$ cat src/fpq_pkg.sv
// ----------------------------------------------------------------------------
// fpq_pkg
// Types, codes and defaults shared by the five-level priority fifo modules.
// ----------------------------------------------------------------------------
package fpq_pkg;

    localparam int DEPTH_DEF  = 16;
    localparam int LEVELS_DEF = 5;
    localparam int CFG_W      = 5;
    localparam int VAL_W      = 32;
    localparam int PRI_W      = 3;

    typedef enum logic [1:0] {
        CMD_ENQ        = 2'd0,
        CMD_DEQ_FRONT  = 2'd1,
        CMD_DEQ_HIGH   = 2'd2,
        CMD_PEEK       = 2'd3
    } t_cmd;

    typedef enum logic [1:0] {
        ST_OK      = 2'd0,
        ST_FULL    = 2'd1,
        ST_EMPTY   = 2'd2,
        ST_BADPRIO = 2'd3
    } t_status;

    typedef enum logic [1:0] {
        S_IDLE,
        S_CHK,
        S_SHIFT,
        S_RESP
    } t_state;

    typedef struct packed {
        t_cmd                     command;
        logic signed [VAL_W-1:0]  item_value;
        logic        [PRI_W-1:0]  item_priority;
    } t_in_word;

    typedef struct packed {
        logic signed [VAL_W-1:0]  out_value;
        logic        [PRI_W-1:0]  out_priority;
        t_status                  status;
    } t_out_word;

    typedef struct packed {
        logic             inc;
        logic [PRI_W-1:0] inc_lvl;
        logic             dec;
        logic [PRI_W-1:0] dec_lvl;
    } t_lvl_ctl;

endpackage

$ cat src/fpq_ram.sv
// ----------------------------------------------------------------------------
// fpq_ram
// Generic single-write, single-read memory with registered read data.
// ----------------------------------------------------------------------------
module fpq_ram #(
    parameter int WIDTH = 8,
    parameter int DEPTH = 16
) (
    input  logic                     i_clk,
    input  logic                     i_we,
    input  logic [$clog2(DEPTH)-1:0] i_waddr,
    input  logic [WIDTH-1:0]         i_wdata,
    input  logic [$clog2(DEPTH)-1:0] i_raddr,
    output logic [WIDTH-1:0]         o_rdata
);

    logic [WIDTH-1:0] r_mem [DEPTH];
    logic [WIDTH-1:0] r_rdata;

    always_ff @(posedge i_clk) begin
        if (i_we) begin
            r_mem[i_waddr] <= i_wdata;
        end
        r_rdata <= r_mem[i_raddr];
    end

    assign o_rdata = r_rdata;

endmodule

$ cat src/fpq_levels.sv
// ----------------------------------------------------------------------------
// fpq_levels
// Per-level entry counters and the highest occupied level.
// ----------------------------------------------------------------------------
module fpq_levels
    import fpq_pkg::*;
#(
    parameter int DEPTH  = DEPTH_DEF,
    parameter int LEVELS = LEVELS_DEF
) (
    input  logic             i_clk,
    input  logic             i_rst_n,
    input  t_lvl_ctl         i_ctl,
    output logic [PRI_W-1:0] o_high_lvl
);

    localparam int CW  = $clog2(DEPTH + 1);
    localparam int LVW = (LEVELS > 1) ? $clog2(LEVELS) : 1;

    logic [CW-1:0] r_cnt [LEVELS];
    logic [CW-1:0] n_cnt [LEVELS];

    always_comb begin
        for (int l = 0; l < LEVELS; l++) begin
            n_cnt[l] = r_cnt[l];
        end
        if (i_ctl.inc) begin
            n_cnt[i_ctl.inc_lvl[LVW-1:0]] = r_cnt[i_ctl.inc_lvl[LVW-1:0]] + CW'(1);
        end
        if (i_ctl.dec) begin
            n_cnt[i_ctl.dec_lvl[LVW-1:0]] = r_cnt[i_ctl.dec_lvl[LVW-1:0]] - CW'(1);
        end
    end

    always_ff @(posedge i_clk) begin
        if (!i_rst_n) begin
            for (int l = 0; l < LEVELS; l++) begin
                r_cnt[l] <= '0;
            end
        end else begin
            for (int l = 0; l < LEVELS; l++) begin
                r_cnt[l] <= n_cnt[l];
            end
        end
    end

    always_comb begin
        o_high_lvl = '0;
        for (int l = 0; l < LEVELS; l++) begin
            if (r_cnt[l] != '0) begin
                o_high_lvl = PRI_W'(l);
            end
        end
    end

endmodule

$ cat src/fpq_ctrl.sv
// ----------------------------------------------------------------------------
// fpq_ctrl
// Command sequencer: enqueue, one-entry-per-cycle scan and shift-down removal.
// ----------------------------------------------------------------------------
module fpq_ctrl
    import fpq_pkg::*;
#(
    parameter int DEPTH  = DEPTH_DEF,
    parameter int LEVELS = LEVELS_DEF
) (
    input  logic                     i_clk,
    input  logic                     i_rst_n,
    input  logic                     i_cfg_valid,
    output logic                     o_cfg_ready,
    input  logic [CFG_W-1:0]         i_cfg_data,
    input  logic                     i_in_valid,
    output logic                     o_in_ready,
    input  t_in_word                 i_in_data,
    output logic                     o_out_valid,
    input  logic                     i_out_ready,
    output t_out_word                o_out_data,
    output logic                     o_ram_we,
    output logic [$clog2(DEPTH)-1:0] o_ram_waddr,
    output logic [PRI_W+VAL_W-1:0]   o_ram_wdata,
    output logic [$clog2(DEPTH)-1:0] o_ram_raddr,
    input  logic [PRI_W+VAL_W-1:0]   i_ram_rdata,
    output t_lvl_ctl                 o_lvl_ctl,
    input  logic [PRI_W-1:0]         i_high_lvl
);

    localparam int AW = $clog2(DEPTH);
    localparam int CW = $clog2(DEPTH + 1);
    localparam int LW = (CW > CFG_W) ? CW : CFG_W;

    t_state           r_state, n_state;
    logic [CW-1:0]    r_occ, n_occ;
    logic [AW-1:0]    r_idx, n_idx;
    logic [CFG_W-1:0] r_limit;
    logic             r_front, n_front;
    logic             r_peek, n_peek;
    logic [PRI_W-1:0] r_lvl, n_lvl;
    t_out_word        r_res, n_res;

    logic [LW-1:0]    lim_ext;
    logic             full;
    logic             bad_prio;
    logic             accept;
    logic [PRI_W-1:0] rd_prio;
    logic [VAL_W-1:0] rd_val;
    logic             match;
    logic             more_chk;
    logic             more_sh;

    assign lim_ext  = (r_limit == '0 || LW'(r_limit) > LW'(DEPTH)) ? LW'(DEPTH) : LW'(r_limit);
    assign full     = LW'(r_occ) >= lim_ext;
    assign bad_prio = {1'b0, i_in_data.item_priority} >= (PRI_W + 1)'(LEVELS);
    assign accept   = i_in_valid && o_in_ready;
    assign rd_prio  = i_ram_rdata[PRI_W+VAL_W-1:VAL_W];
    assign rd_val   = i_ram_rdata[VAL_W-1:0];
    assign match    = r_front || (rd_prio == r_lvl);
    assign more_chk = (CW'(r_idx) + CW'(1)) < r_occ;
    assign more_sh  = (CW'(r_idx) + CW'(1)) < r_occ;

    assign o_cfg_ready = 1'b1;
    assign o_in_ready  = (r_state == S_IDLE);
    assign o_out_valid = (r_state == S_RESP);
    assign o_out_data  = r_res;

    // next state
    always_comb begin
        n_state = r_state;
        case (r_state)
            S_IDLE: begin
                if (accept) begin
                    if (i_in_data.command == CMD_ENQ || r_occ == '0) begin
                        n_state = S_RESP;
                    end else begin
                        n_state = S_CHK;
                    end
                end
            end
            S_CHK: begin
                if (match) begin
                    if (r_peek || !more_chk) begin
                        n_state = S_RESP;
                    end else begin
                        n_state = S_SHIFT;
                    end
                end
            end
            S_SHIFT: begin
                if (!more_sh) begin
                    n_state = S_RESP;
                end
            end
            S_RESP: begin
                if (i_out_ready) begin
                    n_state = S_IDLE;
                end
            end
            default: n_state = S_IDLE;
        endcase
    end

    // datapath and memory control
    always_comb begin
        n_occ       = r_occ;
        n_idx       = r_idx;
        n_front     = r_front;
        n_peek      = r_peek;
        n_lvl       = r_lvl;
        n_res       = r_res;
        o_ram_we    = 1'b0;
        o_ram_waddr = r_idx;
        o_ram_wdata = i_ram_rdata;
        o_ram_raddr = '0;
        o_lvl_ctl   = '0;
        case (r_state)
            S_IDLE: begin
                if (accept) begin
                    n_res = '{out_value: '0, out_priority: '0, status: ST_OK};
                    n_idx = '0;
                    n_front = (i_in_data.command == CMD_DEQ_FRONT);
                    n_peek  = (i_in_data.command == CMD_PEEK);
                    n_lvl   = i_high_lvl;
                    if (i_in_data.command == CMD_ENQ) begin
                        if (full) begin
                            n_res.status = ST_FULL;
                        end else if (bad_prio) begin
                            n_res.status = ST_BADPRIO;
                        end else begin
                            o_ram_we          = 1'b1;
                            o_ram_waddr       = r_occ[AW-1:0];
                            o_ram_wdata       = {i_in_data.item_priority, i_in_data.item_value};
                            n_occ             = r_occ + CW'(1);
                            o_lvl_ctl.inc     = 1'b1;
                            o_lvl_ctl.inc_lvl = i_in_data.item_priority;
                        end
                    end else if (r_occ == '0) begin
                        n_res.status = ST_EMPTY;
                    end
                end
            end
            S_CHK: begin
                if (match) begin
                    n_res.out_value    = rd_val;
                    n_res.out_priority = rd_prio;
                    if (!r_peek) begin
                        n_occ             = r_occ - CW'(1);
                        o_lvl_ctl.dec     = 1'b1;
                        o_lvl_ctl.dec_lvl = rd_prio;
                        o_ram_raddr       = AW'(CW'(r_idx) + CW'(1));
                    end
                end else begin
                    n_idx       = r_idx + AW'(1);
                    o_ram_raddr = AW'(CW'(r_idx) + CW'(1));
                end
            end
            S_SHIFT: begin
                o_ram_we    = 1'b1;
                o_ram_waddr = r_idx;
                o_ram_wdata = i_ram_rdata;
                if (more_sh) begin
                    n_idx       = r_idx + AW'(1);
                    o_ram_raddr = AW'(CW'(r_idx) + CW'(2));
                end
            end
            S_RESP: begin
            end
            default: begin
            end
        endcase
    end

    always_ff @(posedge i_clk) begin
        if (!i_rst_n) begin
            r_state <= S_IDLE;
            r_occ   <= '0;
            r_limit <= '0;
            r_idx   <= '0;
            r_front <= 1'b0;
            r_peek  <= 1'b0;
            r_lvl   <= '0;
        end else begin
            r_state <= n_state;
            r_occ   <= n_occ;
            r_idx   <= n_idx;
            r_front <= n_front;
            r_peek  <= n_peek;
            r_lvl   <= n_lvl;
            if (i_cfg_valid && o_cfg_ready) begin
                r_limit <= i_cfg_data;
            end
        end
    end

    always_ff @(posedge i_clk) begin
        r_res <= n_res;
    end

    a_occ_bound: assert property (@(posedge i_clk) disable iff (!i_rst_n)
        r_occ <= CW'(DEPTH))
        else $error("occupancy above depth");

    a_scan_in_fill: assert property (@(posedge i_clk) disable iff (!i_rst_n)
        (r_state == S_CHK) |-> (CW'(r_idx) < r_occ))
        else $error("scan ran past stored entries");

    a_empty_zero: assert property (@(posedge i_clk) disable iff (!i_rst_n)
        (o_out_valid && r_res.status == ST_EMPTY) |->
            (r_res.out_value == '0 && r_res.out_priority == '0))
        else $error("empty result carries data");

    a_shift_shrinks: assert property (@(posedge i_clk) disable iff (!i_rst_n)
        (r_state == S_CHK && match && !r_peek) |=> (r_occ == $past(r_occ) - CW'(1)))
        else $error("removal did not shrink occupancy");

endmodule

$ cat src/five_level_priority_fifo_top.sv
// ----------------------------------------------------------------------------
// five_level_priority_fifo_top
// Bounded arrival-order queue of tagged values with oldest and
// highest-priority removal, peek and a capacity limit register.
//
//   channel  direction  signals                              word
//   cfg      in         i_cfg_valid / o_cfg_ready            i_cfg_data (limit)
//   in       in         i_in_valid  / o_in_ready             i_in_data
//   out      out        o_out_valid / i_out_ready            o_out_data
//
// enqueue, full, invalid or empty: result valid in the cycle after accept
// dequeue/peek: scan from the front up to the matching entry, then shift the later
//   entries down (none for peek), one entry per cycle through the single ram port
// one word in flight; o_in_ready is low until the result is taken
// synchronous active-low reset clears occupancy, level counts and limit
// ----------------------------------------------------------------------------
module five_level_priority_fifo_top
    import fpq_pkg::*;
#(
    parameter int DEPTH  = DEPTH_DEF,
    parameter int LEVELS = LEVELS_DEF
) (
    input  logic             i_clk,
    input  logic             i_rst_n,
    input  logic             i_cfg_valid,
    output logic             o_cfg_ready,
    input  logic [CFG_W-1:0] i_cfg_data,
    input  logic             i_in_valid,
    output logic             o_in_ready,
    input  t_in_word         i_in_data,
    output logic             o_out_valid,
    input  logic             i_out_ready,
    output t_out_word        o_out_data
);

    localparam int AW = $clog2(DEPTH);
    localparam int RW = PRI_W + VAL_W;

    logic          ram_we;
    logic [AW-1:0] ram_waddr;
    logic [RW-1:0] ram_wdata;
    logic [AW-1:0] ram_raddr;
    logic [RW-1:0] ram_rdata;
    t_lvl_ctl      lvl_ctl;
    logic [PRI_W-1:0] high_lvl;

    fpq_ram #(
        .WIDTH (RW),
        .DEPTH (DEPTH)
    ) u_ram (
        .i_clk   (i_clk),
        .i_we    (ram_we),
        .i_waddr (ram_waddr),
        .i_wdata (ram_wdata),
        .i_raddr (ram_raddr),
        .o_rdata (ram_rdata)
    );

    fpq_levels #(
        .DEPTH  (DEPTH),
        .LEVELS (LEVELS)
    ) u_levels (
        .i_clk      (i_clk),
        .i_rst_n    (i_rst_n),
        .i_ctl      (lvl_ctl),
        .o_high_lvl (high_lvl)
    );

    fpq_ctrl #(
        .DEPTH  (DEPTH),
        .LEVELS (LEVELS)
    ) u_ctrl (
        .i_clk       (i_clk),
        .i_rst_n     (i_rst_n),
        .i_cfg_valid (i_cfg_valid),
        .o_cfg_ready (o_cfg_ready),
        .i_cfg_data  (i_cfg_data),
        .i_in_valid  (i_in_valid),
        .o_in_ready  (o_in_ready),
        .i_in_data   (i_in_data),
        .o_out_valid (o_out_valid),
        .i_out_ready (i_out_ready),
        .o_out_data  (o_out_data),
        .o_ram_we    (ram_we),
        .o_ram_waddr (ram_waddr),
        .o_ram_wdata (ram_wdata),
        .o_ram_raddr (ram_raddr),
        .i_ram_rdata (ram_rdata),
        .o_lvl_ctl   (lvl_ctl),
        .i_high_lvl  (high_lvl)
    );

endmodule

$ cat config.mk
export PLATFORM = sky130hd
export DESIGN_NAME = five_level_priority_fifo_top
export DESIGN_NICKNAME = d
export VERILOG_FILES = /design/src/fpq_pkg.sv /design/src/fpq_ram.sv /design/src/fpq_levels.sv /design/src/fpq_ctrl.sv /design/src/five_level_priority_fifo_top.sv
export SDC_FILE = /design/constraint.sdc
export NUM_CORES = 1
export LEC_CHECK = 0
export BUFFER_PORTS_ARGS = -buffer_cell sky130_fd_sc_hd__buf_2
export CORE_ASPECT_RATIO = 0.9
export CORE_UTILIZATION = 55
export DETAILED_ROUTE_END_ITERATION = 7
export PLACE_DENSITY = 0.75
export SYNTH_ARGS = -nofsm -noshare
export SYNTH_HDL_FRONTEND = slang
export SYNTH_SLANG_ARGS = --single-unit
$ cat constraint.sdc
create_clock -name i_clk -period 4.3 [get_ports i_clk]
set_input_delay 0.645 -clock i_clk [delete_from_list [all_inputs] [get_ports i_clk]]
set_output_delay 0.645 -clock i_clk [all_outputs]
set_load 0.01 [all_outputs]
# Word-level counts from Yosys, hierarchy flattened
# Memories as Yosys holds them, arrays and structs flattened. A register that Yosys moved wholly into a read port is not among the register bits.
# Cells that the tools add are included.
# totals
ff_bits	58
output_inout_bits	40
ramBits	585
input_bits	47
n_memories	2
# classes
n_mux	74
order_cmp	8
n_addsub	7
reduce_logical	23
bitwise	7
n_eq_ne	16
# mem_list
name	words	width	read_ports	rd_ports_with_merged_regs	write_ports	line_no	text
u_ram.r_mem	16	35	1	1	1	fpq_ram.sv:17	logic [WIDTH-1:0] r_mem [DEPTH];
u_levels.r_cnt	5	5	7	0	5	fpq_levels.sv:20	logic [CW-1:0] r_cnt [LEVELS];
# op_table
operator	n
35-bit 2-to-1 mux	6
4-bit 2-to-1 mux	19
5-bit 2-to-1 mux	14
35-bit one-hot mux with 2 select lines	1
25-bit bitwise mux	2
25-bit 2-to-1 mux	2
37-bit 2-to-1 mux	1
5-bit demux with 3-bit select	2
2-bit 2-to-1 mux	11
5-bit nonzero test	4
2-bit != test (second input constant)	7
4-bit one-hot mux with 3 select lines	1
5-bit by 1-bit adder with 5-bit output (second input constant)	2
5-bit logical NOT	2
1-bit 2-to-1 mux	10
5-bit one-hot mux with 2 select lines	1
5-bit by 1-bit subtractor with 5-bit output (second input constant)	2
4-bit greater-or-equal comparator (second input constant)	2
4-bit by 1-bit less-than comparator with 1-bit output (second input constant)	2
3-bit inverter with 4-bit output	2
2-bit one-hot mux with 4 select lines	1
4-bit one-hot mux with 2 select lines	1
4-bit AND reduction	2
7-bit AND reduction	1
22 further kinds	37

# Longest topological paths before layout
# Gate-level depths: netlist (run 1).
# depth
ltp_word	18
mapped_depth	17

# Hierarchy
# A second synthesis (run 1) with hierarchy kept.
# unflattened
hier_cells	1496
area_unflattened_um2	27670.3
# by_module_without_submodules
mod	area_each_um2	cells_per_inst	instances
fpq_ram	22053.7	914	1
fpq_ctrl	3564.7	337	1
fpq_levels	2052.0	245	1

# Least setup slack after synthesis (run 1)
# No wires, ideal clock.
# synth_timing
kind	register to register
from	reg u_ctrl.r_limit[0]
to	mem u_ram.r_mem[14][0] (netlist bit), enable pin
setup_ns	0.427
setup_slack_ns	-0.360
path_stages_with_launch	12
arrival_ns	4.233
required_ns	3.873
cell_sequence	dfxtp_1 -> or4_1 -> ha_1 -> nand2b_1 -> ha_1 -> a21oi_1 -> o21ai_4 -> a21o_1 -> nor2_1 -> clkbuf_1 -> a31oi_1 -> nor2_1
# synth_between
elab_chain_cells	10
word_cells_on_any_way	15
# synth_lines
element	line_no	text
from (decl)	fpq_ctrl.sv:38	logic [CFG_W-1:0] r_limit;
from (signal assigned)	fpq_ctrl.sv:192	r_limit <= i_cfg_data;
5-bit greater-than comparator or 5-bit logical NOT (tied branches)	fpq_ctrl.sv:54	assign lim_ext = (r_limit == '0 || LW'(r_limit) > LW'(DEPTH)) ? LW'(DEPTH) : LW'(r_limit);
1-bit logical OR	fpq_ctrl.sv:54	
5-bit 2-to-1 mux (*)	fpq_ctrl.sv:54	
5-bit greater-or-equal comparator (*)	fpq_ctrl.sv:55	assign full = LW'(r_occ) >= lim_ext;
1-bit 2-to-1 mux	fpq_ctrl.sv:127	if (full) begin
1-bit 2-to-1 mux	fpq_ctrl.sv:126	if (i_in_data.command == CMD_ENQ) begin
1-bit 2-to-1 mux	fpq_ctrl.sv:120	if (accept) begin
1-bit one-hot mux with 2 select lines	fpq_ctrl.sv:118	case (r_state)
1-bit 2-to-1 mux	fpq_ram.sv:21	if (i_we) begin
1-bit 2-to-1 mux (not written as such)	fpq_ram.sv:22	r_mem[i_waddr] <= i_wdata;
to (decl)	fpq_ram.sv:17	
# Mark *: on every way between the ends. The rest lies on a longest branch, timed or not.

# Worst setup path after layout (run 1)
# layout_timing
from	reg u_ctrl.r_limit[0]
to	mem u_ram.r_mem[8][17] (netlist bit), enable pin
# The elaborated chain is that of the path after synthesis.

==> summary.md, run 1 <==
| Metric | Value |
|---|---|
| Status | finished clean |
| Pint | 13560 uW |
| CTS max path bufs | 3 |
| Leakage power | 0.01175 uW |
| I/O Buffers | 85 |
| Fmax | 0.2403 GHz |
| First-pass GRT wire length | 109000 um |
| Synth Cell Area | 28280 um^2 |
| Area grow syn2layout | 13.96% |
| Post-CTS setup buffer count | 0 |
| Warning count from the yosys run | 0 |
| Synthesized net count | 2245 |
| Htree depth | 3 |
| Setup violations, final | 0 |
| Period utilization | 0.9679 |
| Syn Area/Cell | 13.00 um^2 |
| Post-route DRC | 0 |
| Worst Tran Pin Value | 1.193 ns |
| TritonCTS Buffers | 68 |
| Clock Sinks | 678 |
| Synth Instances | 2176 |
| Gate power share | 0.236 |
| Largest net degree at the start of global routing | 76 |
| Worst hold slack | 0.2938 ns |
| Sw Pwr | 6022 uW |
| Setup TNS | 0 ns |
| R2R Setup Slk | 0.14 ns |
| Worst hold endpoint | u_ctrl.r_limit[1] |
| Share of cells above drive strength 1 | 0.1614 |
| Register area share after synthesis | 0.6913 |
| Post-synth EDFFs | 597 |
| Hold Path Stages | 3 |
| Synth Register Bits | 678 |
| PwrDens | 607.6 nW/um^2 |
| Finished Core Util | 0.6374 |
| Layout Cells excl Fill | 3022 |
| Max_slew headroom | 0.2016 |
| Chip width | 241.0 um |
| Unique masters post-synth | 96 |
| Most used DFF post-synth | edfxtp_1 |
| Via density per instance | 6.133 |
| Hold_sp | i_cfg_data[1] |
| RR Startpoint | u_ctrl.r_limit[0] |
| Layout filler cell count | 3727 |
| CTS tree | built |
| Worst Setup End Kind | flop |
| Drt pass-1 iters | 5 |
| Initial cell density of the core | 0.5594 |
| Die area | 52330 um^2 |
| Maxcap violations | 0 |
| Critical path class | reg2reg |
| Number of placement rows | 78 |
| Switching share of power | 0.3076 |
| Post-synth ARST share | 0 |
| Min cycle time layout | 4.162 ns |
| Layout Nets | 2355 |
| Clock skew | 0.02309 ns |
| Setup crit start kind | flop |
| R2r worst-path depth | 12 |
| Vias | 18530 |
| Post-Route WL | 71990 um |
| Unrepaired setup endpoints after global routing | yes |
| Worst hold path class | in2reg |
| Antenna-violating nets left | 0 |
| Req. time, crit path | 4.59 ns |
| Clock Pin Slew Worst Setup and Hold Paths | 0.06 ns |
| Max VDD drop | 0.4060 mV |
| Clk network pwr share | 0.306 |
| Top-Level Pins | 87 |
| Slew Limit Fails | 0 |
| Initial antenna violation count | 0 |
| GR Overflow Total | 0 |
| DRT iter0 DRCs | 1965 |
| Vias in the first global route | 18130 |
| Die height | 217.1 um |
| Inst Count DP | 2896 |
| Critical path arrival | 4.45 ns |
| HPWL Detailed | 41520 um |
| Power, Total | 19580 uW |
| R2r endpoint | u_ram.r_mem[8][17] |
| Final hold vios | 0 |
| Routed wire per std cell | 23.82 um |
| Worst Path Max Fanout | 25 |
| Root buf cell | clkbuf_16 |
| Most frequent cells in the layout | edfxtp_1 (597), nand2_1 (545), a21oi_1 (168) |
| GRT Total Usage | 0.2807 |
| Gp weighted congestion | 0.9085 |
| Commonest non-fill, non-tap cell in the layout | edfxtp_1 |
| Clk Latency, worst-skew pair | 0.61 ns |
| # diodes | 0 |
| Register share of total power | 0.458 |
| Core ar. | 50550 um^2 |
## synthesized netlist by cell type (6+ instances only)
library cell    n  area share
a211oi_1       14      0.0037
a21oi_1       169       0.030
a31oi_1         9      0.0020
a32o_1         66       0.023
and2_1         41      0.0091
and3_1          9      0.0020
buf_2          55      0.0097
buf_4          19      0.0050
clkbuf_1       40      0.0053
dfxtp_1        81       0.057
edfxtp_1      597        0.63
ha_1           21      0.0093
inv_1          25      0.0033
mux2_2          9      0.0036
mux2i_1        84       0.030
nand2_1       547       0.073
nand2b_1        8      0.0018
nand3_1        89       0.016
nand4_1         6      0.0013
nor2_1         69      0.0092
nor2b_1         6      0.0013
nor3_1         16      0.0028
nor4_2         32       0.014
o21a_1          8      0.0021
o21ai_0        21      0.0037
o22ai_1         6      0.0013
xnor2_1         9      0.0028
## state kept, by name (all words and copies together), names as in the netlist
| register | flops |
|---|---|
| u_ctrl.r_lvl | 3 |
| u_ctrl.r_limit | 5 |
| u_ctrl.r_occ | 5 |
| u_ram.r_mem | 560 |
| u_ctrl.r_state | 2 |
| u_ctrl.r_idx | 4 |
| u_ctrl.r_front | 1 |
| u_ctrl.o_out_data | 37 |
| u_levels.r_cnt | 25 |
| u_ram.o_rdata | 35 |
| u_ctrl.r_peek | 1 |
## cell families (layout without fill, tap and decap cells)
logic type | after synthesis | after routing | synth area share
simple gates | 862 | 862 | 0.1426
flops | 678 | 678 | 0.6913
compound gates | 354 | 354 | 0.08872
buf+inv | 148 | 314 | 0.02602
mux | 95 | 95 | 0.03465
fa+ha+maj | 22 | 22 | 0.01000
xor+xnor | 16 | 16 | 0.006549
other cells | 1 | 1 | 0.0001326
## final cells by class
| class | instances | area [um^2] | share of cell area |
|---|---|---|---|
| flip-flops and latches | 678 | 19550 | 0.6066 |
| well taps | 680 | 850.8 | 0.02640 |
| clock inverters | 41 | 386.6 | 0.01200 |
| clock buffers | 85 | 1881 | 0.05836 |
| multi-input cells | 1350 | 8208 | 0.2547 |
| inverters | 28 | 111.4 | 0.003456 |
| repair buffers | 160 | 1239 | 0.03844 |
## per-layer routing
metal	vias to the layer above	share of wire	global-route usage
li1	8260	-	-
met1	9179	0.41	0.3848
met2	928	0.48	0.4443
met3	166	0.082	0.05657
met4	0	0.033	0.1057
met5	-	0	0
## metrics by stage
stage                     worst slack, ns  instance area [um^2]
final                              0.1380                 32220
after global placement             0.2408                 29940
after global routing             -0.02589                 32220
after floorplan                   -0.3602                 28280
after detailed placement           0.1701                 29940
after CTS                          0.1704                 32200
## critical path: stages (launching register included)
cell and delay, ns:
dfxtp_1 0.31, or4_1 0.52, ha_1 0.33, nand2b_1 0.16, ha_1 0.30, a21oi_1 0.25, o21ai_4 0.17, a21o_1 0.24
nor2_4 0.35, nor4_1 0.09, a21oi_1 0.74, nor2_4 0.07, buf_4 0.31
## power by group through the flow
| stage | clock [uW] | combinational (uW) | sequential (uW) |
|---|---|---|---|
| floorplan | 0 | 2950 | 9080 |
| global placement | 0 | 4410 | 9080 |
| detailed placement | 0 | 4550 | 9090 |
| CTS | 6040 | 4600 | 8960 |
| global route | 6310 | 5040 | 9010 |
| finish | 5980 | 4630 | 8970 |
## repair_timing
| action | in CTS | in global routing |
|---|---|---|
| endpoints found under the setup margin | 0 | 7 |
| gates resized for setup | 0 | 3 |
| hold buffers | 0 | 0 |
## worst max path at each step
| stage | slack (ns) | from | end |
|---|---|---|---|
| final | 0.14 | u_ctrl.r_limit[0] | u_ram.r_mem[8][17] |
| after global routing | -0.03 | u_ctrl.r_limit[0] | u_ram.r_mem[9][25] |
| after CTS | 0.17 | u_ctrl.r_limit[0] | u_ram.r_mem[9][17] |
| after detailed placement | 0.17 | u_ctrl.r_limit[0] | u_levels.r_cnt[1][4] |
| after global placement | 0.24 | u_ctrl.r_limit[0] | u_ram.r_mem[7][23] |
| after floorplan | -0.36 | u_ctrl.r_limit[0] | u_ram.r_mem[14][0] |
(Power assumes the default switching activity.)
==> inputs of run 2 (changes only) <==
Settings changed: CAP_MARGIN from default to 20, CTS_CLUSTER_DIAMETER from default to 80, PLACE_DENSITY 0.75 to 0.76.
==> run 2 against run 1 <==
  * Final cell count up 0.36%
  * Global-route usage up 0.10 points
  * Clock-buffer cell count up 6
  * Critical path depth up 1
  * Utilization up 0.47 points
  * Clock skew down 0.00066 ns
  * Critical endpoint is now u_ram.r_mem[13][27]
==> summary.md, run 2 (synthesis gave the netlist of run 1 again) <==
| Metric | Value |
|---|---|
| Status | finished clean |
| GRT Total Usage | 0.2817 |
| Setup violations, final | 0 |
| Area grow syn2layout | 14.80% |
| Post-Route WL | 72470 um |
| GR Overflow Total | 0 |
| Commonest non-fill, non-tap cell in the layout | edfxtp_1 |
| Critical path's slowest cell | nor2_4 |
| Clock Pin Slew Worst Setup and Hold Paths | 0.06 ns |
| Maxcap violations | 0 |
| Max_slew headroom | 0.2230 |
| Critical path depth | 13 |
| Root buf cell | clkbuf_16 |
| Antenna-violating nets left | 0 |
| Slowest stage delay, CP | 0.60 ns |
| Htree depth | 3 |
| CP delay by family, top | simple AND/OR/NAND/NOR gates |
| Inst Count DP | 2902 |
| Layout Cells excl Fill | 3033 |
| Drt pass-1 iters | 5 |
| Fmax | 0.2457 GHz |
| Die area | 52330 um^2 |
| Place WS | 0.06213 ns |
| Period utilization | 0.9466 |
| PwrDens | 607.3 nW/um^2 |
| Worst hold path class | in2reg |
| Layout Nets | 2366 |
| Slew Limit Fails | 0 |
| Largest net degree at the start of global routing | 51 |
| Clk Latency, worst-skew pair | 0.61 ns |
| Critical path arrival | 4.37 ns |
| CP Cell Sequence | or4_1 -> ha_1 -> nand2b_1 -> ha_1 -> nand2_1 -> o21ai_4 -> a21o_1 -> nor2_4 -> buf_4 -> nor3_1 -> a31oi_1 -> nor2_4 -> buf_4 |
| Worst Tran Pin Value | 1.161 ns |
| Largest Register | u_ram.r_mem |
| HPWL Detailed | 41430 um |
| Hold Path Stages | 3 |
| Largest register FFs | 560 |
| First-pass GRT wire length | 110300 um |
| Die height | 217.1 um |
| WP buf/inv | 2 |
| Clock Sinks | 678 |
| # diodes | 0 |
| CTS max path bufs | 3 |
| Number of placement rows | 78 |
| Post-CTS setup buffer count | 0 |
| Initial antenna violation count | 0 |
| Final hold vios | 0 |
| Clock skew | 0.02243 ns |
| CTS tree | built |
| R2r worst-path depth | 13 |
| Post-route DRC | 0 |
| Routed wire per std cell | 23.89 um |
| Core ar. | 50550 um^2 |
| Initial cell density of the core | 0.5594 |
| Top-Level Pins | 87 |
| CTS resizes | 0 |
| Hold_buf cts | 0 |
| Unrepaired setup endpoints after global routing | no |
| Req. time, crit path | 4.60 ns |
| Min cycle time layout | 4.070 ns |
| Leakage power | 0.01181 uW |
| Vias in the first global route | 18600 |
| Chip width | 241.0 um |
| PnR worst setup slack | 0.2298 ns |
| Worst Path Max Fanout | 14 |
| Gp weighted congestion | 0.9222 |
| Critical path class | reg2reg |
| Share of cells above drive strength 1 | 0.1649 |
| TritonCTS Buffers | 69 |
| Layout filler cell count | 3637 |
| Setup crit start kind | flop |
| Vias | 18490 |
| Setup TNS | 0 ns |
| Worst Setup End Kind | flop |
| I/O Buffers | 85 |
| Finished Core Util | 0.6421 |
| Via density per instance | 6.095 |
| DRT iter0 DRCs | 2175 |
| Max VDD drop | 0.3982 mV |
| Most frequent cells in the layout | edfxtp_1 (597), nand2_1 (545), a21oi_1 (167) |
-- run 2: cell types whose count changed in the layout (fill, tap and decap cells not counted), sizes merged --
cell,previous run,this run
buf,160,166
bufinv,6,7
nor2,73,77
clkbuf,85,91
clkinv,32,27
inv,28,27
-- run 2: layout make-up --
class,count,area (um^2),area share
multi-input cells,1354,8238,0.2538
repair buffers,166,1446,0.04456
clock buffers,91,1882,0.05797
flip-flops and latches,678,19550,0.6022
clock inverters,36,385.4,0.01187
inverters,28,111.4,0.003430
well taps,680,850.8,0.02621
-- run 2: final timing paths --
kind | slack [ns] | startpoint | end
setup / recovery | 0.23 | u_ctrl.r_limit[0] | u_ram.r_mem[13][27]
hold / removal | 0.29 | i_cfg_data[4] | u_ctrl.r_limit[4]
setup reg to reg | 0.23 | u_ctrl.r_limit[0] | u_ram.r_mem[13][27]
hold reg to reg | 0.50 | u_ctrl.r_limit[4] | u_ctrl.r_limit[4]
-- run 2: power by group --
group / internal [uW] / switching [uW]
combinational: 1450 / 3270
sequential: 8680 / 314
clock: 3520 / 2470
total: 13700 / 6060
-- run 2: per-layer routing --
layer | part of all wire | track usage | vias to the layer above
met5 | 0 | 0 | -
met4 | 0.032 | 0.1025 | 0
met3 | 0.080 | 0.04744 | 148
met2 | 0.48 | 0.4543 | 908
met1 | 0.41 | 0.3863 | 9159
li1 | - | - | 8272
-- run 2: tightest hold or removal path: stages --
cell and delay, ns:
buf_2 0.07, mux2i_1 0.05, nor2_1 0.08
-- run 2: stage by stage --
step / cell area, um^2 / hold WS (ns) / power, uW
6_report: 32460 / 0.2916 / 19720
5_1_grt: 32460 / 0.2999 / 20510
4_1_cts: 32410 / 0.2747 / 19750
3_5_place_dp: 30140 / 0.4898 / 13790
3_3_place_gp: 30140 / 0.4817 / 13620
2_1_floorplan: 28280 / 0.4501 / 12030
